**src/rtl/mdpp_pkg.sv**
```systemverilog
// Shared constants and types for the minimum distance point placement block.
package mdpp_pkg;

  // Store geometry
  localparam int MAX_POINTS = 64;
  localparam int IDX_W      = $clog2(MAX_POINTS);
  localparam int CNT_W      = $clog2(MAX_POINTS + 1);

  // Field widths
  localparam int COORD_W = 16;
  localparam int POINT_W = 3 * COORD_W;
  localparam int SQ_W    = 32;
  localparam int DIST_W  = 34;
  localparam int SLOT_W  = 6;
  localparam int PC_W    = 7;
  localparam int SEP_W   = 16;
  localparam int ATT_W   = 24;

  // Nearest distance reported when no point is stored
  localparam logic [DIST_W-1:0] NONE_SQ = 34'd12884508675;

  // Configuration port
  localparam int CFG_IDX_W  = 2;
  localparam int CFG_DATA_W = 24;

  localparam logic [CFG_IDX_W-1:0] REG_POINT_COUNT  = 2'd0;
  localparam logic [CFG_IDX_W-1:0] REG_MIN_SEP      = 2'd1;
  localparam logic [CFG_IDX_W-1:0] REG_MAX_ATTEMPTS = 2'd2;

  localparam logic [PC_W-1:0]  RST_POINT_COUNT  = 7'd64;
  localparam logic [SEP_W-1:0] RST_MIN_SEP      = 16'd256;
  localparam logic [ATT_W-1:0] RST_MAX_ATTEMPTS = 24'd1000000;

  // Configuration register set
  typedef struct packed {
    logic [PC_W-1:0]  point_count;
    logic [SEP_W-1:0] min_sep;
    logic [ATT_W-1:0] max_att;
  } cfg_t;

  // Commands from controller to datapath
  typedef struct packed {
    logic             load;
    logic             restart;
    logic             rd_en;
    logic [IDX_W-1:0] rd_addr;
    logic             commit;
    logic [IDX_W-1:0] slot;
    logic             done;
  } cmd_t;

  // Status from datapath to controller
  typedef struct packed {
    logic busy;
    logic accept;
    logic gave_up;
  } sts_t;

endpackage

```
**src/rtl/mdpp_ctrl.sv**
```systemverilog
// Controller: fill sequencing, store scan addressing and handshakes.
module mdpp_ctrl (
  input  logic           clk,
  input  logic           rst_n,
  input  logic           in_valid,
  output logic           in_stall,
  input  logic           in_start_new,
  output logic           out_valid,
  input  logic           out_stall,
  input  mdpp_pkg::cfg_t cfg,
  output mdpp_pkg::cmd_t cmd,
  input  mdpp_pkg::sts_t sts
);

  localparam logic [1:0] ST_IDLE   = 2'd0;
  localparam logic [1:0] ST_SCAN   = 2'd1;
  localparam logic [1:0] ST_DRAIN  = 2'd2;
  localparam logic [1:0] ST_DECIDE = 2'd3;

  logic [1:0]                   state_r, state_nxt;
  logic [mdpp_pkg::CNT_W-1:0]   filled_r, filled_nxt;
  logic [mdpp_pkg::IDX_W-1:0]   slot_r, slot_nxt;
  logic [mdpp_pkg::IDX_W-1:0]   scan_r, scan_nxt;
  logic                         out_valid_r, out_valid_nxt;
  logic [mdpp_pkg::CNT_W-1:0]   n_eff;
  logic [mdpp_pkg::CNT_W-1:0]   slot_inc;
  logic                         restart;
  logic                         done;

  // Clamp the configured count to 1..MAX_POINTS
  always_comb begin
    if (cfg.point_count == '0) begin
      n_eff = mdpp_pkg::CNT_W'(1);
    end else if (32'(cfg.point_count) > mdpp_pkg::MAX_POINTS) begin
      n_eff = mdpp_pkg::CNT_W'(mdpp_pkg::MAX_POINTS);
    end else begin
      n_eff = mdpp_pkg::CNT_W'(cfg.point_count);
    end
  end

  assign in_stall  = (state_r != ST_IDLE);
  assign out_valid = out_valid_r;
  assign restart   = in_start_new || (filled_r >= n_eff);
  assign slot_inc  = mdpp_pkg::CNT_W'(slot_r) + mdpp_pkg::CNT_W'(1);
  assign done      = sts.accept && (slot_inc >= n_eff);

  // Sequence one candidate: load, scan filled slots, drain, decide
  always_comb begin
    state_nxt     = state_r;
    filled_nxt    = filled_r;
    slot_nxt      = slot_r;
    scan_nxt      = scan_r;
    out_valid_nxt = out_valid_r && out_stall;
    cmd           = '0;
    cmd.rd_addr   = scan_r;
    cmd.slot      = slot_r;
    cmd.done      = done;
    case (state_r)
      ST_IDLE: begin
        if (in_valid) begin
          cmd.load    = 1'b1;
          cmd.restart = restart;
          slot_nxt    = restart ? '0 : filled_r[mdpp_pkg::IDX_W-1:0];
          filled_nxt  = restart ? '0 : filled_r;
          scan_nxt    = '0;
          state_nxt   = (slot_nxt == '0) ? ST_DECIDE : ST_SCAN;
        end
      end
      ST_SCAN: begin
        cmd.rd_en = 1'b1;
        if (scan_r == mdpp_pkg::IDX_W'(slot_r - 1'b1)) begin
          state_nxt = ST_DRAIN;
        end else begin
          scan_nxt = scan_r + 1'b1;
        end
      end
      ST_DRAIN: begin
        if (!sts.busy) begin
          state_nxt = ST_DECIDE;
        end
      end
      ST_DECIDE: begin
        // Hold the decision until the output register is free
        if (!out_valid_r || !out_stall) begin
          cmd.commit    = 1'b1;
          out_valid_nxt = 1'b1;
          state_nxt     = ST_IDLE;
          if (sts.gave_up || done) begin
            filled_nxt = '0;
          end else if (sts.accept) begin
            filled_nxt = slot_inc;
          end
        end
      end
      default: begin
        state_nxt = ST_IDLE;
      end
    endcase
  end

  always_ff @(posedge clk) begin
    if (!rst_n) begin
      state_r     <= ST_IDLE;
      filled_r    <= '0;
      slot_r      <= '0;
      scan_r      <= '0;
      out_valid_r <= 1'b0;
    end else begin
      state_r     <= state_nxt;
      filled_r    <= filled_nxt;
      slot_r      <= slot_nxt;
      scan_r      <= scan_nxt;
      out_valid_r <= out_valid_nxt;
    end
  end

endmodule

```
**config.mk**
```make
export PLATFORM = sky130hd
export DESIGN_NAME = mdpp_ctrl
export DESIGN_NICKNAME = d
export VERILOG_FILES = /design/src/rtl/mdpp_pkg.sv /design/src/rtl/mdpp_ctrl.sv
export SDC_FILE = /design/constraint.sdc
export NUM_CORES = 1
export LEC_CHECK = 0
export BUFFER_PORTS_ARGS = -buffer_cell sky130_fd_sc_hd__buf_2
export CAP_MARGIN = 20
export CORE_MARGIN = 2
export CORE_UTILIZATION = 47
export DETAILED_ROUTE_END_ITERATION = 7
export PLACE_DENSITY = 0.78
export SETUP_SLACK_MARGIN = 0.5
export SLEW_MARGIN = 20
export SYNTH_ARGS = -nofsm -noshare
export SYNTH_HDL_FRONTEND = slang
export SYNTH_SLANG_ARGS = --single-unit
```
**constraint.sdc**
```tcl
create_clock -name clk -period 2.9 [get_ports clk]
set_clock_uncertainty 0.15 [all_clocks]
set_input_delay 0.435 -clock clk [delete_from_list [all_inputs] [get_ports clk]]
set_output_delay 0.435 -clock clk [all_outputs]
set_load 0.01 [all_outputs]
```
* After elaboration in Yosys (flattened, before gate mapping)
Cells that the tools add are included.
** Operators by class
- Multiplexer cells :: 25
- Equality and inequality tests :: 11
- $add $sub $neg :: 3
- Order comparisons :: 3
- Reductions and logical operators :: 17
** Operators by type and width (count)
- 2-to-1 mux 7 bit :: 7
- 2-to-1 mux 6 bit :: 3
- >= comparator 7 bit :: 2
- 2-to-1 mux 2 bit :: 7
- case mux 7 bit (2 select lines) :: 1
- inequality test 2 bit (second input constant) :: 6
- case mux 6 bit (2 select lines) :: 1
- case mux 2 bit (4 select lines) :: 1
- adder 6 x 1 -> 7 bit (second input constant) :: 1
- greater-than comparator 7 bit (second input constant) :: 1
- zero test 7 bit :: 1
- adder 6 x 1 -> 6 bit (second input constant) :: 1
- == test 6 bit :: 1
- zero test 6 bit :: 1
- nonzero test 2 bit :: 3
- subtractor 6 x 1 -> 6 bit (second input constant) :: 1
- 2-to-1 mux 1 bit :: 5
- AND reduction 5 bit :: 1
- == test 2 bit (second input constant) :: 2
- AND reduction 4 bit :: 1
- logical OR 1 bit :: 3
- inequality test 3 bit (second input constant) :: 1
- AND reduction 3 bit :: 1
- == test 2 x 1 -> 1 bit (second input constant) :: 1
- 4 further kinds :: 6
** Storage, ports and cells
- Bits in registers :: 22
- Input port bits :: 55
- Output and inout port bits :: 19
- Logic and storage cells :: 64

* Logic depth before layout (Yosys ltp)
Gate-level depths: netlist (run 1).
- Depth in word-level cells :: 10
- Gate-level depth with buffers :: 10
- Depth with buffers taken out :: 10

* Worst setup path after synthesis (run 1)
OpenSTA, ideal clock, no wires.
- Path kind :: register -> register
- From :: register slot_r[0] (netlist name)
- To :: register filled_r[0] (netlist name)
- Data required time :: 2691 ps
- Path buffers :: 0
- Stages on the path, launching flop included :: 11
- Slack :: 313 ps
- Setup time :: 59 ps
- Arrival :: 2378 ps
- Clock period less this slack :: 2587 ps
- Path through :: dfxtp_1 and3_2 nand3_1 xnor2_1 ha_1 a21oi_1 nor2b_1 o21ai_0 o211ai_1 nor3_1 a22o_1
** Between the ends
- Longest elaborated chain between the ends :: 7
- Elaborated cells on any way between the ends :: 10
- Classes of those cells :: add/sub: 1; order compare: 1; eq/ne: 1; mux: 4; reduce/logical: 3
** RTL lines
- start: declaration :: line mdpp_ctrl.sv:22 : logic [mdpp_pkg::IDX_W-1:0] slot_r, slot_nxt;
- start signal: assignment :: line mdpp_ctrl.sv:111 : slot_r <= slot_nxt;
- adder 6 x 1 -> 7 bit (*) :: line mdpp_ctrl.sv:44 : assign slot_inc = mdpp_pkg::CNT_W'(slot_r) + mdpp_pkg::CNT_W'(1);
- >= comparator 7 bit (*) :: line mdpp_ctrl.sv:45 : assign done = sts.accept && (slot_inc >= n_eff);
- logical AND 1 bit (*) :: line mdpp_ctrl.sv:45
- via done :: line mdpp_ctrl.sv:28 : logic done;
- logical OR 1 bit (*) :: line mdpp_ctrl.sv:88 : if (sts.gave_up || done) begin
- 2-to-1 mux 7 bit :: line mdpp_ctrl.sv:88
- 2-to-1 mux 7 bit :: line mdpp_ctrl.sv:84 : if (!out_valid_r || !out_stall) begin
- case mux 7 bit (2 select lines) :: line mdpp_ctrl.sv:58 : case (state_r)
- end signal: assignment :: line mdpp_ctrl.sv:110 : filled_r <= filled_nxt;
- end: declaration :: line mdpp_ctrl.sv:21 : logic [mdpp_pkg::CNT_W-1:0] filled_r, filled_nxt;
Mark *: on every way through the listed nets, which the timed path passes. The rest lies on a longest branch. The select of a mux whose other input is x is not followed.
A chain may end at the register's enable or synchronous reset.

==> run summary, run 1 <==
Placed instance area: 1870 um^2
Yosys reg bits: 22
Dpl hpwl: 2830 um
First-iteration detailed-routing DRC count: 52
Async SR Flop Fraction: 0%
Syn_nets: 277
First-pass GRT wire length: 6670 um
Max Cap Violations: 0
Final ANT Viol Nets: 0
GP Congestion: 0.797
Crit path DAT: 2.17 ns
Worst setup EP type: primary output
Setup TNS: 0 ns
Final #Nets: 319
Drt total wl: 4000 um
Crit-path max cell delay: 0.41 ns
Leakage power: 0.950 nW
Root buffer cell: clkbuf_4
Critical path buffers and inverters: 1
Die Y: 63.4 um
Total GRT Usage: 20.3%
I/O pin cnt: 74
CTS H-Tree Depth: 1
Slowest CP cell: dfxtp_4
Ys flop type: dfxtp_1
Final Hold Vio Count: 0
Crit-path max FO: 6
Max-slew violations: 0
Syn Inst Count: 200
Synth Cell Area: 1660 um^2
CP Launch Type: register
Commonest non-fill, non-tap cell in the layout: buf_2
Vias in the first global route: 1458
Synthesized area per cell: 8.30 um^2
Pwr Total: 996 uW
Routed len/inst: 13.9 um
Tightest Pin Transition: 0.571 ns
Die area: 4020 um^2
Clock sink total: 22
Largest net degree at the start of global routing: 15
TritonRoute pass-1 iters: 4
Clock-pin slew on the worst setup and hold paths: 0.13 ns
VDD IR max: 318 uV
Setup-failing EPs final: 0
Worst hold path class: input pin to register
Final Cell Area: 2150 um^2
Crit share post-route: 94.9%
Number of flops mapped to enable cells by yosys: 0
DR DRC count: 0
N_diodes: 0
Initial Util: 49.3%
Fmax: 363 MHz
Port Buffers: 33
DR vias/cell: 5.46
Critical path, cell by cell: and3_4 > nand3_4 > xnor2_4 > ha_4 > and4_4 > nand2_2 > o211ai_1 > buf_2
Most frequent cells in the layout: 31 x buf_2, 25 x nand2_1, 18 x ha_1, 18 x dfxtp_1, 15 x a21oi_1
Final core utilization: 63.9%
Share of cells above drive strength 1: 32.8%
Width of the chip: 63.4 um
Delay-heaviest family, CP: simple AND/OR/NAND/NOR gates
Core Area: 3360 um^2
Gr ovfl total: 0
Outcome: finished, final reports clean
Netlist cell types: 41
TritonCTS clock tree: done
Std cell rows: 21
CP required: 2.32 ns
Ys Warns: 0
Setup WS pre-CTS: 0.214 ns
Max Root-Sink Buffers: 2
Worst-Skew Late Latency: 0.31 ns
Rel. slew slack: 61.5%
P&R area growth vs syn: 29.6%
Via count: 1567
Initial antenna violation count: 0
Unrepaired setup endpoints after global routing: yes
PwrDens: 464 nW/um^2
R2r setup slk: 0.47 ns
Critical path class: register to primary output
Final min period: 2.75 ns
Sequential fraction of the synthesis area: 26.5%
CTS buffer count: 3
Worst setup margin: 0.149 ns
-- report_power, final --
part	switching [mW]	internal, mW	total [mW]
combinational	0.242	0.165	0.407
clock	0.0979	0.140	0.238
sequential	0.0291	0.323	0.352
total	0.369	0.627	0.996
-- cells by family after synthesis --
group / after synthesis / synth area share [%]
AOI/OAI and AO/OA: 53 / 22.8
xor gates and xnor gates: 12 / 6.33
adders and majority gates: 22 / 16.6
buffers and inverters: 21 / 5.73
DFF: 22 / 26.5
muxes: 1 / 0.603
and+or+nand+nor: 69 / 21.4
-- repair_timing --
| item | 4_1_cts | 5_1_grt |
|---|---|---|
| hold buffers | 0 | 0 |
| endpoints found under the hold margin | 0 | 0 |
| setup buffers | 6 | 2 |
| resized for setup | 15 | 22 |
| setup endpoints to repair | 13 | 18 |
| pin swaps | 11 | 13 |
-- tightest hold or removal path, stage by stage --
cell and delay [ns]:
buf_2 0.10, a21oi_1 0.06, nor2_1 0.08
-- cells in the mapped netlist (2+ instances only) --
master / n / area, um^2
a21oi_1: 16 / 80.1
nor2b_1: 2 / 12.5
xnor2_1: 10 / 87.6
inv_1: 13 / 48.8
o21ai_0: 6 / 30.0
a21o_1: 2 / 15.0
a22o_1: 7 / 61.3
dfxtp_1: 22 / 440
o211ai_1: 6 / 45.0
nor3_1: 2 / 10.0
nand3_1: 14 / 70.1
nand2_1: 26 / 97.6
buf_2: 4 / 20.0
ha_1: 22 / 275
nor2_1: 11 / 41.3
or4_1: 5 / 37.5
a31oi_1: 6 / 37.5
nand2b_1: 2 / 12.5
xor2_1: 2 / 17.5
-- sequential cells by signal, summed over array words and instances (netlist names) --
register / flops
filled_r: 7
state_r: 2
slot_r: 6
scan_r: 6
out_valid: 1
-- stage by stage --
stage	instances	hold WS (ns)
CTS	285	0.226
floorplan	200	0.296
global placement	275	0.333
global route	287	0.256
detailed placement	275	0.339
finish	287	0.235
-- area by class of cell --
class,instances,area (um^2)
fill,310,1210
multi-input combinational,157,1280
sequential,22,450
clock buffer,3,22.5
inverter,14,52.6
clock inverter,1,30.0
tap,46,57.6
timing repair buffer,44,260
-- final timing paths --
| check | cells past startpoint | from | endpoint |
|---|---|---|---|
| max | 8 | slot_r[0] | cmd[0] |
| min | 3 | out_stall | out_valid |
| max reg2reg | 11 | slot_r[0] | filled_r[4] |
| min reg2reg | 2 | state_r[1] | state_r[1] |
-- per-layer routing --
metal | routed length (um) | up-vias | GRT usage [%]
met5 | 0 | - | 0
met2 | 2030 | 28 | 35.4
met4 | 40 | 0 | 4.89
li1 | - | 805 | -
met3 | 80 | 4 | 0.893
met1 | 1850 | 730 | 27.7
Note: power is estimated with default switching activity, not from simulation.
==> run 2, diff against run 1 <==
==> constraint.sdc (replaced) <==
create_clock -name clk -period 2.9 [get_ports clk]
set_clock_uncertainty 0.15 [all_clocks]
set_input_delay 0.58 -clock clk [delete_from_list [all_inputs] [get_ports clk]]
set_output_delay 0.58 -clock clk [all_outputs]
set_load 0.01 [all_outputs]
==> run summary, run 2 (synthesized netlist as in run 1, its figures left out) <==
Worst hold path class: register to register
Width of the chip: 63.4 um
Final Hold Vio Count: 0
Max Cap Violations: 0
Setup-failing EPs final: 0
Clock sink total: 22
TritonRoute pass-1 iters: 4
Critical path, cell by cell: and3_4 > nand3_4 > xnor2_4 > ha_4 > and4_1 > nand2_1 > o211ai_1 > buf_2
Commonest non-fill, non-tap cell in the layout: buf_2
Final min period: 2.89 ns
Initial antenna violation count: 0
Combinational power share: 43.6%
Root buffer cell: clkbuf_4
Share of cells above drive strength 1: 35.0%
Max reg flops: 7
Critical path buffers and inverters: 1
Worst setup margin: 0.0101 ns
Most frequent cells in the layout: 31 x buf_2, 25 x nand2_1, 18 x ha_1
PwrDens: 441 nW/um^2
Critical path class: register to primary output
Outcome: finished, final reports clean
Hold path depth: 2
Port Buffers: 33
Crit share post-route: 99.7%
Die Y: 63.4 um
Largest register by flop count: filled_r
Switching part of the total: 39.9%
Max Root-Sink Buffers: 2
Crit-path max cell delay: 0.40 ns
Final Cell Area: 2150 um^2
Max-slew violations: 0
R2R depth: 10
GP Congestion: 0.817
Largest net degree at the start of global routing: 15
FILL cells: 318
Final ANT Viol Nets: 0
Rel. slew slack: 61.1%
P&R area growth vs syn: 29.5%
First-pass GRT wire length: 6920 um
Die area: 4020 um^2
Std cell rows: 21
Crit-path max FO: 5
P_sw: 379 uW
Fmax: 346 MHz
Core Area: 3360 um^2
Placed instance area: 1880 um^2
Unrepaired setup endpoints after global routing: yes
Routed len/inst: 13.9 um
Top flop regs: filled_r (7), scan_r (6), slot_r (6)
Delay-heaviest family, CP: simple AND/OR/NAND/NOR gates
Setup WS pre-CTS: 0.0302 ns
Sequential share of power: 37.3%
DR DRC count: 0
Initial Util: 49.3%
Slowest CP cell: dfxtp_4
Leakage power: 0.940 nW
TritonCTS clock tree: done
Gr ovfl total: 0
CP Launch Type: register
CTS H-Tree Depth: 1
Internal: 570 uW
Tightest Pin Transition: 0.577 ns
Total GRT Usage: 21.3%
Worst-Skew Late Latency: 0.32 ns
Worst setup EP type: primary output
Drt total wl: 3970 um
CTS Hold Bufs: 0
First-iteration detailed-routing DRC count: 87
Clk network pwr share: 19.1%
Clock-pin slew on the worst setup and hold paths: 0.13 ns
Via count: 1593
VDD IR max: 279 uV
N_diodes: 0
CP Depth: 8
DR vias/cell: 5.57
Vias in the first global route: 1561
Dpl hpwl: 2960 um
I/O pin cnt: 74
Final #Nets: 318
CP required: 2.17 ns
Crit path DAT: 2.16 ns
CTS buffer count: 3
-- run 2: cell types whose count changed in the layout (fill, tap and decap cells not counted), sizes merged --
| cell | delta |
|---|---|
| bufinv | -1 |
| buf | -1 |
| clkbuf | +1 |
| inv | -1 |
| clkinv | +1 |
-- run 2: cell type report --
| type | instances | area (um^2) | area share [%] |
|---|---|---|---|
| inverter | 14 | 53.8 | 2.50 |
| multi-input combinational | 157 | 1280 | 59.6 |
| tap | 46 | 57.6 | 2.68 |
| timing repair buffer | 43 | 264 | 12.3 |
| sequential | 22 | 455 | 21.2 |
| clock buffer | 4 | 36.3 | 1.69 |
-- run 2: power by group through the flow --
stage                     clock, mW  combinational [mW]  sequential, mW
after floorplan                   0               0.280           0.358
after global placement            0               0.378           0.359
after detailed placement          0               0.383           0.360
after CTS                     0.185               0.403           0.350
after global routing          0.197               0.462           0.359
final                         0.182               0.413           0.353
-- run 2: through the flow --
step	power [mW]	instances	setup TNS (ns)	util, %	hold WS, ns
floorplan	0.638	200	0	-	0.296
global placement	0.737	275	0	56.0	0.330
detailed placement	0.743	275	0	56.0	0.336
CTS	0.938	285	0	62.1	0.363
global route	1.02	286	-0.0973	63.9	0.376
finish	0.948	286	0	63.9	0.364
-- run 2: worst paths after layout --
kind,start,end,slack [ns]
max,slot_r[0],cmd[0],0.01
min,slot_r[1],slot_r[1],0.36
max reg2reg,slot_r[0],filled_r[0],0.48
min reg2reg,slot_r[1],slot_r[1],0.36
-- run 2: timing repair --
item                                    CTS  global route
resized for setup                        28            11
pin swaps                                14            10
buffers inserted                          6             1
endpoints found under the setup margin   18            18
-- run 2: tightest hold or removal path: stages (launching register included) --
cell     delay [ns]
dfxtp_4        0.39
nand2_1        0.05
a21oi_1        0.05
-- run 2: layer usage --
layer	share of wire, %	GRT usage (%)	vias up
met5	0	0	-
met4	1.4	9.51	0
met2	50	36.6	27
met1	47	27.6	758
li1	-	-	804
met3	2.1	0.893	4
